`src/rtl/assert_macros.svh`:
```
// Assertion macros for the RTL top level.
`ifndef ASSERT_MACROS_SVH
`define ASSERT_MACROS_SVH

// Clocked assertion, masked while reset is asserted.
`define ASSERT_CLK(label, prop, msg) \
    label: assert property (@(posedge clk) disable iff (!rst_n) prop) else $error(msg);

// Clocked implication, masked while reset is asserted.
`define ASSERT_IMPLY(label, pre, post, msg) \
    label: assert property (@(posedge clk) disable iff (!rst_n) (pre) |-> (post)) \
        else $error(msg);

`endif

```
`src/rtl/lgs_row_cell.sv`:
```
// One row of the grid: a cell of the row chain, shifting toward row zero.
module lgs_row_cell #(
    parameter int unsigned WIDTH = 64
) (
    input  logic             clk,
    input  logic             rst_n,
    input  logic             shift,
    input  logic [WIDTH-1:0] din,
    output logic [WIDTH-1:0] dout
);

    logic [WIDTH-1:0] row_bits_reg;
    logic [WIDTH-1:0] row_bits_next;

    always_comb
    begin
        row_bits_next = shift ? din : row_bits_reg;
    end

    always_ff @(posedge clk or negedge rst_n)
    begin
        if (!rst_n)
        begin
            row_bits_reg <= '0;
        end
        else
        begin
            row_bits_reg <= row_bits_next;
        end
    end

    assign dout = row_bits_reg;

endmodule

```
`config.mk`:
```
export PLATFORM = sky130hd
export DESIGN_NAME = lgs_row_cell
export DESIGN_NICKNAME = d
export VERILOG_FILES = /design/src/rtl/assert_macros.svh /design/src/rtl/lgs_row_cell.sv
export SDC_FILE = /design/constraint.sdc
export NUM_CORES = 1
export LEC_CHECK = 0
export BUFFER_PORTS_ARGS = -buffer_cell sky130_fd_sc_hd__buf_2
export CORE_UTILIZATION = 46
export DETAILED_ROUTE_END_ITERATION = 10
export MAX_ROUTING_LAYER = met4
export PLACE_DENSITY = 0.83
export SYNTH_ARGS = -nofsm -noshare
export SYNTH_HDL_FRONTEND = slang
export SYNTH_SLANG_ARGS = --single-unit
export TNS_END_PERCENT = 50
```
`constraint.sdc`:
```
create_clock -name clk -period 1.03 [get_ports clk]
set_clock_uncertainty 0.2 [all_clocks]
set_input_delay 0.206 -clock clk [delete_from_list [all_inputs] [get_ports clk]]
set_output_delay 0.206 -clock clk [all_outputs]
set_load 0.02 [all_outputs]
```
**Word level (Yosys, flattened, before mapping)**

Index checks and enable logic that the tools add are counted.

- Bits in registers: 64
- Input port bits: 67
- Output and inout bits: 64

**Longest topological paths before layout**

- Word-level depth: 0
- Depth in mapped cells: 3

**Least setup slack after synthesis**

Ideal clock, no wire load.

- Path type: input -> register
- From: input port shift
- To: register row_bits_reg[10] (netlist: dout[10])
- Arrival time: 0.812 ns
- Setup slack: -0.107 ns
- Stages on the path: 3
- Path buffers: 2
- Path through: buf_6 -> buf_12 -> mux2_4

RTL lines:

| item | line | source |
|---|---|---|
| start, declared | lgs_row_cell.sv:7 | `input logic shift,` |
| end signal, assigned | lgs_row_cell.sv:28 | `row_bits_reg <= row_bits_next;` |
| end, declared | lgs_row_cell.sv:12 | `logic [WIDTH-1:0] row_bits_reg;` |

No word-level cell between the ends.

**Worst setup path in the final report**

- From: register row_bits_reg[22] (netlist: dout[22])
- To: output port dout[22]

RTL lines:

| item | line | source |
|---|---|---|
| end, declared | lgs_row_cell.sv:9 | `output logic [WIDTH-1:0] dout` |

No word-level cell between the ends.

==> metrics.yaml <==
status: "finished, violations left"
violations: "negative hold slack, negative setup slack"
syn_nets: 202
drtIter0Drc: 53
setup_viol: 99
final_common_cell: "buf_2"
grt_pass1_vias: 1881
cp_max_fo: 2
pwr_density_cell_nw_per_um2: 1770
finalSetupTns_ps: -19910
firstDrtPassIters: 4
drive_gt1_share_pct: 79.7
crit_family: "flip-flops"
vias_per_cell: 4.65
hold_class: "in2reg"
timing.final.ws_setup_ps: -280
synth_cell_type_count: 5
area_growth_pct: 61.8
cts_tree: "done"
slew_headroom_pct: 77.3
start_kind: "flop"
nets: 387
final_cells: 397
antenna_found_initial: 0
diodes: 0
cts_made_buffers: 9
rsz0062_at_grt: "yes"
wirelength_um: 6570
drc_errors: 0
hold_ws_ps: -118
ant_nets: 0
die_w_um: 78.3
post-route-min-period_ps: 1310
grt_max_degree: 38
max_freq_mhz: 764
avgRoutedWirePerCell_um: 16.5
dpl-instance-area_um2: 3390
hold_viol: 64
io_buffers: 130
ys_seq_area_share_pct: 59.8
critPathArrivalTime_ps: 900
post-place-cells: 336
core_area_um2: 5570
worstSetupEndpointType: "primary output"
power_leakage_nw: 2.28
drv_cap: 0
cts.sinks: 64
fin_area_um2: 4330
dieArea_um2: 6130
crit_path_top_delay_cell: "dfrtp_1"
path_buf_inv: 1
power.total_mw: 7.68
path_cells: "buf_6"
grt-ovfl-total: 0
utilization_pct: 77.8
worstPathRequired_ps: 620
path_clk_slew_ps: 70
cts_hold_buf: 1
die_h_um: 78.3
cts_buffer_depth: 2
final_cell_mix: "76 x buf_2, 64 x dfrtp_1, 60 x mux2_4, 55 x buf_6, 45 x buf_4"
htree_levels: 3
slowest_delay_ps: 410
largest_register_ffs: 64
path_class: "reg2out"
ios: 131
initial_core_util_pct: 48.1
yosys_warnings: 0
clk_root_buffer_cell: "clkbuf_8"
clk_latency_ps: 340
ys_ff_latch: 64
grt_pass1_wl_um: 9430
worst-slew-pin-transition_ps: 341
place_worst_setup_slack_ps: -217
syn-cell-area_um2: 2680
slew_viol_final: 0
rows: 27
timing.final.crit_share_pct: 127
place.gp.congestion: 0.724
place_hpwl_um: 3930
track_usage_pct: 21.9
synthCells: 135
vias: 1846
avgSynthCellArea_um2: 19.8
ir_drop_mv: 1.01
-- worst paths after layout --
| path | startpoint | endpoint | slack, ps | depth (start not counted) |
|---|---|---|---|---|
| setup / recovery | dout[22] | dout[22] | -280 | 1 |
| hold / removal | din[27] | dout[27] | -120 | 2 |
| setup reg to reg | dout[28] | dout[28] | -220 | 3 |
| hold reg to reg | dout[35] | dout[35] | 310 | 1 |
| max in group asynchronous | rst_n | dout[34] | 130 | 3 |
| min in group asynchronous | rst_n | dout[31] | 160 | 3 |
-- cell usage after synthesis --
| cell type | instances | share of area (%) |
|---|---|---|
| buf_12 | 6 | 4.5 |
| buf_6 | 1 | 0.42 |
| dfrtp_1 | 64 | 60 |
| mux2_2 | 4 | 1.7 |
| mux2_4 | 60 | 34 |
-- area by class of cell --
class	instances	area (um2)
clock inverters	5	128
well taps	72	90.1
repair buffers	181	1430
flip-flops and latches	64	1600
fillers	312	1240
clock buffers	11	141
multi-input cells	64	946
-- power breakdown --
group	leakage, nW	switching, mW	total [mW]	internal [mW]
logic	1.40	0.734	1.84	1.11
registers	0.748	0.190	2.96	2.77
clock network	0.130	0.966	2.89	1.92
total	2.28	1.89	7.68	5.79
-- metal layers --
metal / wire, um / GRT usage, % / up-vias / part of all wire (%)
li1: - / - / 840 / -
met1: 2600 / 25.3 / 893 / 40
met2: 3290 / 34.0 / 101 / 50
met3: 500 / 8.37 / 12 / 7.6
met4: 167 / 9.44 / 0 / 2.5
met5: 0 / - / - / 0
-- logic make-up after synthesis --
family / synth area share [%]
buffers and inverters: 4.90
DFF: 59.8
muxes: 35.3
-- what timing repair did --
item | in CTS | in global routing
hold endpoints to repair | 128 | 64
setup buffers | 21 | 23
gates resized for setup | 64 | 45
gates cloned | 0 | 0
setup endpoints to repair | 64 | 85
No activity file was read; power rests on OpenSTA's default activity.
