==> config.mk <==
export PLATFORM = sky130hd
export DESIGN_NAME = lgs_row_engine
export DESIGN_NICKNAME = d
export VERILOG_FILES = /design/src/rtl/assert_macros.svh /design/src/rtl/lgs_pkg.sv /design/src/rtl/lgs_row_engine.sv
export SDC_FILE = /design/constraint.sdc
export NUM_CORES = 1
export LEC_CHECK = 0
export ABC_AREA = 1
export BUFFER_PORTS_ARGS = -buffer_cell sky130_fd_sc_hd__buf_2
export CORE_ASPECT_RATIO = 1.4
export CORE_MARGIN = 3
export CORE_UTILIZATION = 54
export DETAILED_ROUTE_END_ITERATION = 8
export PLACE_DENSITY_LB_ADDON = 0.1
export SLEW_MARGIN = 20
export SYNTH_ARGS = -nofsm -noshare
export SYNTH_HDL_FRONTEND = slang
export SYNTH_SLANG_ARGS = --single-unit
==> constraint.sdc <==
create_clock -name vclk -period 4.15
set_clock_uncertainty 0.1 [all_clocks]
set_input_delay 0.83 -clock vclk [all_inputs]
set_output_delay 0.83 -clock vclk [all_outputs]
set_load 0.005 [all_outputs]
==> src/rtl/assert_macros.svh <==
// Assertion macros for the RTL top level.
`ifndef ASSERT_MACROS_SVH
`define ASSERT_MACROS_SVH

// Clocked assertion, masked while reset is asserted.
`define ASSERT_CLK(label, prop, msg) \
    label: assert property (@(posedge clk) disable iff (!rst_n) prop) else $error(msg);

// Clocked implication, masked while reset is asserted.
`define ASSERT_IMPLY(label, pre, post, msg) \
    label: assert property (@(posedge clk) disable iff (!rst_n) (pre) |-> (post)) \
        else $error(msg);

`endif

==> src/rtl/lgs_pkg.sv <==
// Types and constants for the life grid stepper.
package lgs_pkg;

    typedef enum logic [1:0] {
        CMD_SET   = 2'd0,
        CMD_CLEAR = 2'd1,
        CMD_STEP  = 2'd2,
        CMD_READ  = 2'd3
    } lgs_cmd_t;

    typedef enum logic [1:0] {
        ST_IDLE,
        ST_RUN,
        ST_LOAD
    } lgs_state_t;

    typedef struct packed {
        lgs_cmd_t cmd;
        logic     target;
        logic     interior;
    } lgs_ctrl_t;

    localparam logic [3:0] SURVIVE_LO = 4'd2;
    localparam logic [3:0] BIRTH_CNT  = 4'd3;

    localparam int unsigned ADDR_EXT_W = 9;

endpackage

==> src/rtl/lgs_row_engine.sv <==
// Next value of the head row of the chain: life rule, single-cell edit or kept as is.
module lgs_row_engine #(
    parameter int unsigned WIDTH = 64,
    parameter int unsigned IDXW  = 6
) (
    input  lgs_pkg::lgs_ctrl_t ctrl,
    input  logic [IDXW-1:0]    col_idx,
    input  logic               col_ok,
    input  logic [WIDTH-1:0]   above,
    input  logic [WIDTH-1:0]   cur,
    input  logic [WIDTH-1:0]   below,
    output logic [WIDTH-1:0]   new_row
);

    logic [WIDTH-1:0] life_row;
    logic [WIDTH-1:0] edit_row;

    always_comb
    begin
        logic [3:0] cnt;
        life_row = '0;
        for (int c = 1; c < int'(WIDTH) - 1; c++)
        begin
            cnt = 4'(above[c-1]) + 4'(above[c]) + 4'(above[c+1])
                + 4'(cur[c-1])                  + 4'(cur[c+1])
                + 4'(below[c-1]) + 4'(below[c]) + 4'(below[c+1]);
            if (cur[c])
            begin
                life_row[c] = (cnt == lgs_pkg::SURVIVE_LO) || (cnt == lgs_pkg::BIRTH_CNT);
            end
            else
            begin
                life_row[c] = (cnt == lgs_pkg::BIRTH_CNT);
            end
        end
        if (!ctrl.interior)
        begin
            life_row = '0;
        end
    end

    always_comb
    begin
        edit_row = cur;
        if (ctrl.target && col_ok)
        begin
            if (ctrl.cmd == lgs_pkg::CMD_SET)
            begin
                edit_row[col_idx] = 1'b1;
            end
            else if (ctrl.cmd == lgs_pkg::CMD_CLEAR)
            begin
                edit_row[col_idx] = 1'b0;
            end
        end
    end

    always_comb
    begin
        case (ctrl.cmd)
            lgs_pkg::CMD_STEP: new_row = life_row;
            lgs_pkg::CMD_SET,
            lgs_pkg::CMD_CLEAR: new_row = edit_row;
            default:            new_row = cur;
        endcase
    end

endmodule

Word-level counts from Yosys, hierarchy flattened
Index checks and enable logic that the tools add are counted.
Widths: inputs -> output; s select.
{"block": "totals", "regBits": 0, "wordCells": 700, "out_inout_bits": 64}
{"block": "op_classes", "mux": 69, "order_cmp": 2, "add_sub_neg": 434, "bitwise_logic": 3, "n_eq_ne": 126, "reduce_logical": 66}
{"operator": "$add 4x1->4", "n": 248}
{"operator": "$eq 4x2->1 const B", "n": 124}
{"operator": "$add 3x1->4", "n": 62}
{"operator": "$mux 64", "n": 3}
{"operator": "$add 2x1->3", "n": 62}
{"operator": "$pmux 64 s2", "n": 1}
{"operator": "$add 1x1->2", "n": 62}
{"operator": "$and 64x64->64", "n": 1}
{"operator": "$not 64->64", "n": 1}
{"operator": "$or 64x64->64", "n": 1}
{"operator": "$mux 1", "n": 63}
{"operator": "$mux 63", "n": 1}
{"operator": "$logic_or 1x1->1", "n": 62}
{"operator": "$lt 6x7->1 const B", "n": 1}
{"operator": "$demux 1 s6", "n": 1}
{"operator": "$ge 6x1->1 const B", "n": 1}
{"operator": "$eq 2x1->1 const B", "n": 1}
{"operator": "$eq 2x2->1 const B", "n": 1}
{"operator": "$logic_and 1x1->1", "n": 2}
{"operator": "$logic_not 2->1", "n": 1}
{"operator": "$reduce_or 2->1", "n": 1}

Logic depth before layout (Yosys ltp)
Gate-level depths: netlist of run 1.
{"block": "logic_depth", "ltp_word": 12, "mapped_depth": 13, "mapped_depth_nobuf": 13}

Least setup slack after synthesis of run 1
Ideal clock, no wire load.
{"block": "synth_path", "path_type": "input to output", "from": "input cur[55]", "to": "output new_row[56]", "required_ns": 3.220, "slack_ns": -0.153, "arrival_ns": 3.373, "path_buffers": 0, "cell_stages": 12, "path_cell_list": "inv_1 fa_1 fa_1 fa_1 inv_1 ha_1 fa_1 o21a_1 nand3_1 nor2_1 nor2_1 nand2_1"}
{"block": "synth_between", "elab_chain_cells": 10, "elab_cells_between_ends": 11, "classes_between": "5 x add/sub; 2 x eq/ne; 3 x mux; 1 x reduce/logical"}
{"item": "start: declaration", "line": "lgs_row_engine.sv:10", "text": "input logic [WIDTH-1:0] cur,"}
{"item": "$add 3x1->4 *", "line": "lgs_row_engine.sv:25", "text": "+ 4'(cur[c-1]) + 4'(cur[c+1])"}
{"item": "$add 4x1->4 *", "line": "lgs_row_engine.sv:25"}
{"item": "$add 4x1->4 * (3 in series)", "line": "lgs_row_engine.sv:26", "text": "+ 4'(below[c-1]) + 4'(below[c]) + 4'(below[c+1]);"}
{"item": "$eq 4x2->1, on equally long branches", "line": "lgs_row_engine.sv:29, lgs_row_engine.sv:33"}
{"item": "$logic_or 1x1->1", "line": "lgs_row_engine.sv:29", "text": "life_row[c] = (cnt == lgs_pkg::SURVIVE_LO) || (cnt == lgs_pkg::BIRTH_CNT);"}
{"item": "$mux 1 *", "line": "lgs_row_engine.sv:27", "text": "if (cur[c])"}
{"item": "$mux 63 *", "line": "lgs_row_engine.sv:36", "text": "if (!ctrl.interior)"}
{"item": "$pmux 64 s2 *", "line": "lgs_row_engine.sv:60", "text": "case (ctrl.cmd)"}
{"item": "end: declaration", "line": "lgs_row_engine.sv:12", "text": "output logic [WIDTH-1:0] new_row"}
Mark *: on every way between the ends. The rest lies on a longest branch, timed or not.

Final worst setup path of run 1
{"block": "layout_path", "from": "input cur[48]", "to": "output new_row[49]"}
Same word-level chain as after synthesis.

==> reports/metrics.yaml, run 1 <==
critPathCaptureType: "primary output"
track_usage_pct: 31.27
ys_top_cells_by_area: "fa_1, ha_1, inv_1, nand2_1, nor2_1"
clock.fmax_mhz: 214.3
die_y_microns: 195.8
post-route-min-period_ps: 4666
ant_nets: 0
dp.cells: 2866
synth_area_sq_um: 13890
slew_headroom_pct: 49.85
path_cells: "buf_6 > inv_4 > fa_1 > fa_1 > fa_1 > inv_2 > ha_4 > fa_2 > nand3_1 > nor2_1 > a21oi_1 > nand2_1 > buf_2"
grt_pass1_vias: 15601
start_kind: "input port"
design_area_sq_um: 19090
core_area_sq_um: 25010
worst_pin_slew_ps: 749.5
leakage_nw: 10.60
avgSynthCellArea_sq_um: 6.914
area_delta_synth_final_pct: 37.40
hold_class: "input port to primary output"
rsz0062_at_grt: "yes"
cellPowerDensity_nw_per_um2: 196.2
ys_seq_area_share_pct: 0
synth_common_cells: "inv_1, nand2_1, fa_1, nor2_1, ha_1"
initial_core_util_pct: 55.53
crit_buf_inv: 4
cts_hold_buf: 0
hold_violations: 0
status: "complete, but fails checks"
final_cells: 2878
crit_path_top_delay_cell: "fa_1"
via_per_inst: 5.210
grt-ovfl-total: 0
drc: 0
cp_top_family: "adder cells"
fin_total_pwr_mw: 3.744
drt-pass1-iter-count: 5
drt_iter0_drc: 644
multiInputGateArea_sq_um: 12000
ios: 267
fin_crit_sh_pct: 112.4
fill_cells: 1925
syn_nets: 2646
drive_gt1_share_pct: 31.65
place_area_sq_um: 17830
synth_largest_area_cell: "fa_1"
regArea_sq_um: 0
setup_violations: 62
cp.arrival_ps: 3740
vias: 14995
drv_slew: 0
dieArea_sq_um: 27710
postSynthCellCount: 2009
nFlopsAndLatches: 0
routed_wl_microns: 45190
place_congestion: 0.9564
portBuffers: 267
wire_per_inst_microns: 15.70
yosysMostFrequentCell: "inv_1"
grt_max_degree: 71
violations: "negative setup slack"
irDropWorstVdd_uv: 138.1
crit_path_max_fanout: 2
yosys_warnings: 0
ys_types: 23
max_stage_delay_ps: 560
required_ps: 3220
antenna_found_initial: 8
drv_cap: 0
synth_top_area_share_pct: 35.74
rows: 68
fin_ws_ps: -516.3
cpMostUsedCell: "fa_1"
crit_type: "input port to primary output"
num-nets-final: 3198
clkbuf_count: 0
hpwl_microns: 37280
dieWidth_microns: 141.6
grt_pass1_wl_microns: 71240
==> worst min-delay path, cell delays in order <==
cell and delay (ps):
buf_2 100, nand2_1 50, nand2_1 60, buf_2 130
==> routing by layer <==
| layer | vias to the layer above | part of all wire, % | global-route usage, % |
|---|---|---|---|
| met2 | 601 | 53 | 59.04 |
| met5 | - | 0.14 | 0 |
| met1 | 7045 | 35 | 35.08 |
| li1 | 7166 | - | - |
| met4 | 10 | 5.0 | 12.30 |
| met3 | 173 | 6.9 | 4.048 |
==> final timing paths <==
kind	from	to	slack [ps]	cells past startpoint
worst max-delay path	cur[48]	new_row[49]	-520	13
worst min-delay path	cur[63]	new_row[63]	1900	4
==> report_power, final <==
part / switching [mW] / leakage (nW) / internal (mW)
Clock: 0 / 0.0000254 / 0.000000129
Sequential: 0 / 0 / 0
Combinational: 1.93 / 10.6 / 1.81
==> per-stage QoR <==
step	utilization (%)	hold slack (ps)	setup slack, ps	TNS [ps]
CTS	73.80	1897	-588.3	-28150
finish	76.30	1903	-516.3	-26240
floorplan	-	1656	-153.0	-7898
global placement	71.29	1889	-566.4	-28880
global route	76.29	1958	-638.0	-33280
detailed placement	71.29	1895	-592.9	-31330
==> kinds of logic (layout without fill, tap and decap cells) <==
family,count (synthesis),in the layout,share of synthesized area (%)
AOI/OAI and AO/OA,187,187,7.737
adders and majority gates,434,434,52.50
buffers and inverters,600,1150,16.47
other,0,4,0
and+or+nand+nor,788,788,23.30
==> repair_timing <==
action                     CTS  global route
pin swaps                  146           144
resized for setup          250           171
setup endpoints to repair   62            62
buffers inserted             3             5
==> final cells by class <==
class / instances / area share (%)
multi-input combinational: 1409 / 62.85
antenna: 4 / 0.05245
tap: 315 / 2.065
timing repair buffer: 589 / 23.19
inverter: 561 / 11.84
==> placed cells by master, fill, tap and decap left out, types with 42 or more instances in the layout <==
master / Yosys / layout
inv_1: 556 / 428
nand2_1: 380 / 379
buf_4: 2 / 322
fa_1: 248 / 240
nor2_1: 234 / 228
buf_2: 22 / 183
nand3_1: 137 / 134
ha_1: 186 / 126
a21oi_1: 87 / 86
inv_2: 3 / 72
inv_4: 0 / 56
buf_6: 0 / 46
ha_2: 0 / 42
(Power assumes the default switching activity.)
==> run 2: changes to the inputs <==
Settings changed: CORE_ASPECT_RATIO 1.4 to 1.75, REMOVE_ABC_BUFFERS set to 1.
==> run 2 against run 1 <==
Effect of this change: the run still ends with negative setup slack left; total power grew 1.7%; utilization is essentially flat; design area grew 1.3%; maximum frequency grew 0.19%; sequential share of layout area is the same; flip-flop and latch count is the same; worst setup slack gained 8.9 ps; hold slack gained 43 ps.
==> reports/metrics.yaml, run 2 (synthesis gave the netlist of run 1 again) <==
status: "complete, but fails checks"
violations: "negative setup slack"
required_ps: 3220
start_kind: "input port"
drive_gt1_share_pct: 32.27
die_y_microns: 218.2
slew_headroom_pct: 53.21
ios: 267
hpwl_microns: 38110
max_stage_delay_ps: 540
crit_path_max_fanout: 2
wire_per_inst_microns: 16.31
cp.arrival_ps: 3730
post-route-min-period_ps: 4657
regArea_sq_um: 0
nFlopsAndLatches: 0
multiInputGateArea_sq_um: 12050
post-route-util_pct: 76.32
rows: 77
place_congestion: 0.9427
drv_cap: 0
grt_pass1_vias: 16262
routed_wl_microns: 47190
fin_ws_ps: -507.4
ant_nets: 0
cts_hold_buf: 0
worst_pin_slew_ps: 699.2
hold_start: "cur[63]"
place_area_sq_um: 17870
cp_num_cells: 14
grt_max_degree: 45
final_common_cell: "inv_1"
whs_ps: 1945
grt_pass1_wl_microns: 74710
antenna_found_initial: 8
final_cell_mix: "inv_1, nand2_1, buf_4"
track_usage_pct: 33.20
dieArea_sq_um: 27760
rsz0062_at_grt: "yes"
fill_cells: 1961
hold_class: "input port to primary output"
clkbuf_count: 0
crit_type: "input port to primary output"
grt-ovfl-total: 0
whs_path_depth: 4
cp_top_family: "adder cells"
drc: 0
core_area_sq_um: 25340
crit_path_top_delay_cell: "fa_1"
drt-pass1-iter-count: 6
vias: 15247
setup_violations: 62
min_to: "new_row[63]"
critPathCaptureType: "primary output"
leakage_nw: 10.70
dieWidth_microns: 127.2
area_delta_synth_final_pct: 39.22
cpMostUsedCell: "fa_1"
crit_buf_inv: 4
path_cells: "buf_8 > inv_4 > fa_1 > fa_1 > fa_1 > inv_1 > ha_2 > fa_1 > o21a_1 > nand3_1 > nor2_1 > nor2_1 > nand2_1 > buf_2"
initial_core_util_pct: 54.82
via_per_inst: 5.270
drt_iter0_drc: 838
hold_violations: 0
fin_crit_sh_pct: 112.2
drv_slew: 0
num-nets-final: 3211
design_area_sq_um: 19340
cellPowerDensity_nw_per_um2: 196.9
irDropWorstVdd_uv: 117.3
clock.fmax_mhz: 214.7
portBuffers: 267
==> run 2: cell types whose count changed in the layout (fill, tap and decap cells not counted), moves of 3 or more <==
| cell | previous run | this run |
|---|---|---|
| buf_8 | 37 | 47 |
| buf_4 | 322 | 331 |
| buf_2 | 183 | 178 |
| ha_2 | 42 | 37 |
| nand3_1 | 134 | 129 |
| nand3_2 | 3 | 8 |
| ha_4 | 18 | 21 |
| inv_1 | 428 | 425 |
| inv_4 | 56 | 59 |
==> run 2: how the worst max path moves through the flow <==
stage	slack [ps]	endpoint	start
2_1_floorplan	-230	new_row[56]	cur[55]
3_3_place_gp	-540	new_row[29]	above[28]
3_5_place_dp	-580	new_row[23]	above[23]
4_1_cts	-570	new_row[23]	above[23]
5_1_grt	-630	new_row[17]	cur[16]
6_report	-510	new_row[24]	above[23]
==> run 2: power breakdown <==
group / leakage, nW / switching, mW / internal [mW]
logic: 10.7 / 1.97 / 1.84
clock network: 0.0000317 / 0 / 0.000000161
registers: 0 / 0 / 0
total: 10.7 / 1.97 / 1.84
==> run 2: metal layers <==
metal  share of wire [%]  track usage [%]  up-vias
li1                    -                -     7190
met1                  33            35.40     7273
met2                  54            63.68      571
met3                 5.6            2.764      205
met4                 6.8            17.54        8
met5               0.076                0        -
==> run 2: layout make-up <==
| class | count | share of cell area [%] |
|---|---|---|
| well taps | 316 | 2.045 |
| multi-input cells | 1409 | 62.31 |
| diodes | 5 | 0.06470 |
| inverters | 561 | 11.76 |
| repair buffers | 602 | 23.83 |
==> run 2: what timing repair did <==
item | in CTS | in global routing
gates resized for setup | 309 | 146
buffers inserted | 7 | 7
pin swaps | 143 | 136
endpoints found under the setup margin | 62 | 62
==> run 2: through the flow <==
step,setup WS [ps],std cells,total power [mW],TNS (ps)
after floorplan,-225.3,1970,2.212,-11220
after global placement,-536.5,2874,3.221,-28870
after detailed placement,-585.0,2874,3.425,-31280
after CTS,-572.0,2881,3.604,-27590
after global routing,-627.5,2892,4.375,-33400
final,-507.4,2893,3.808,-26400
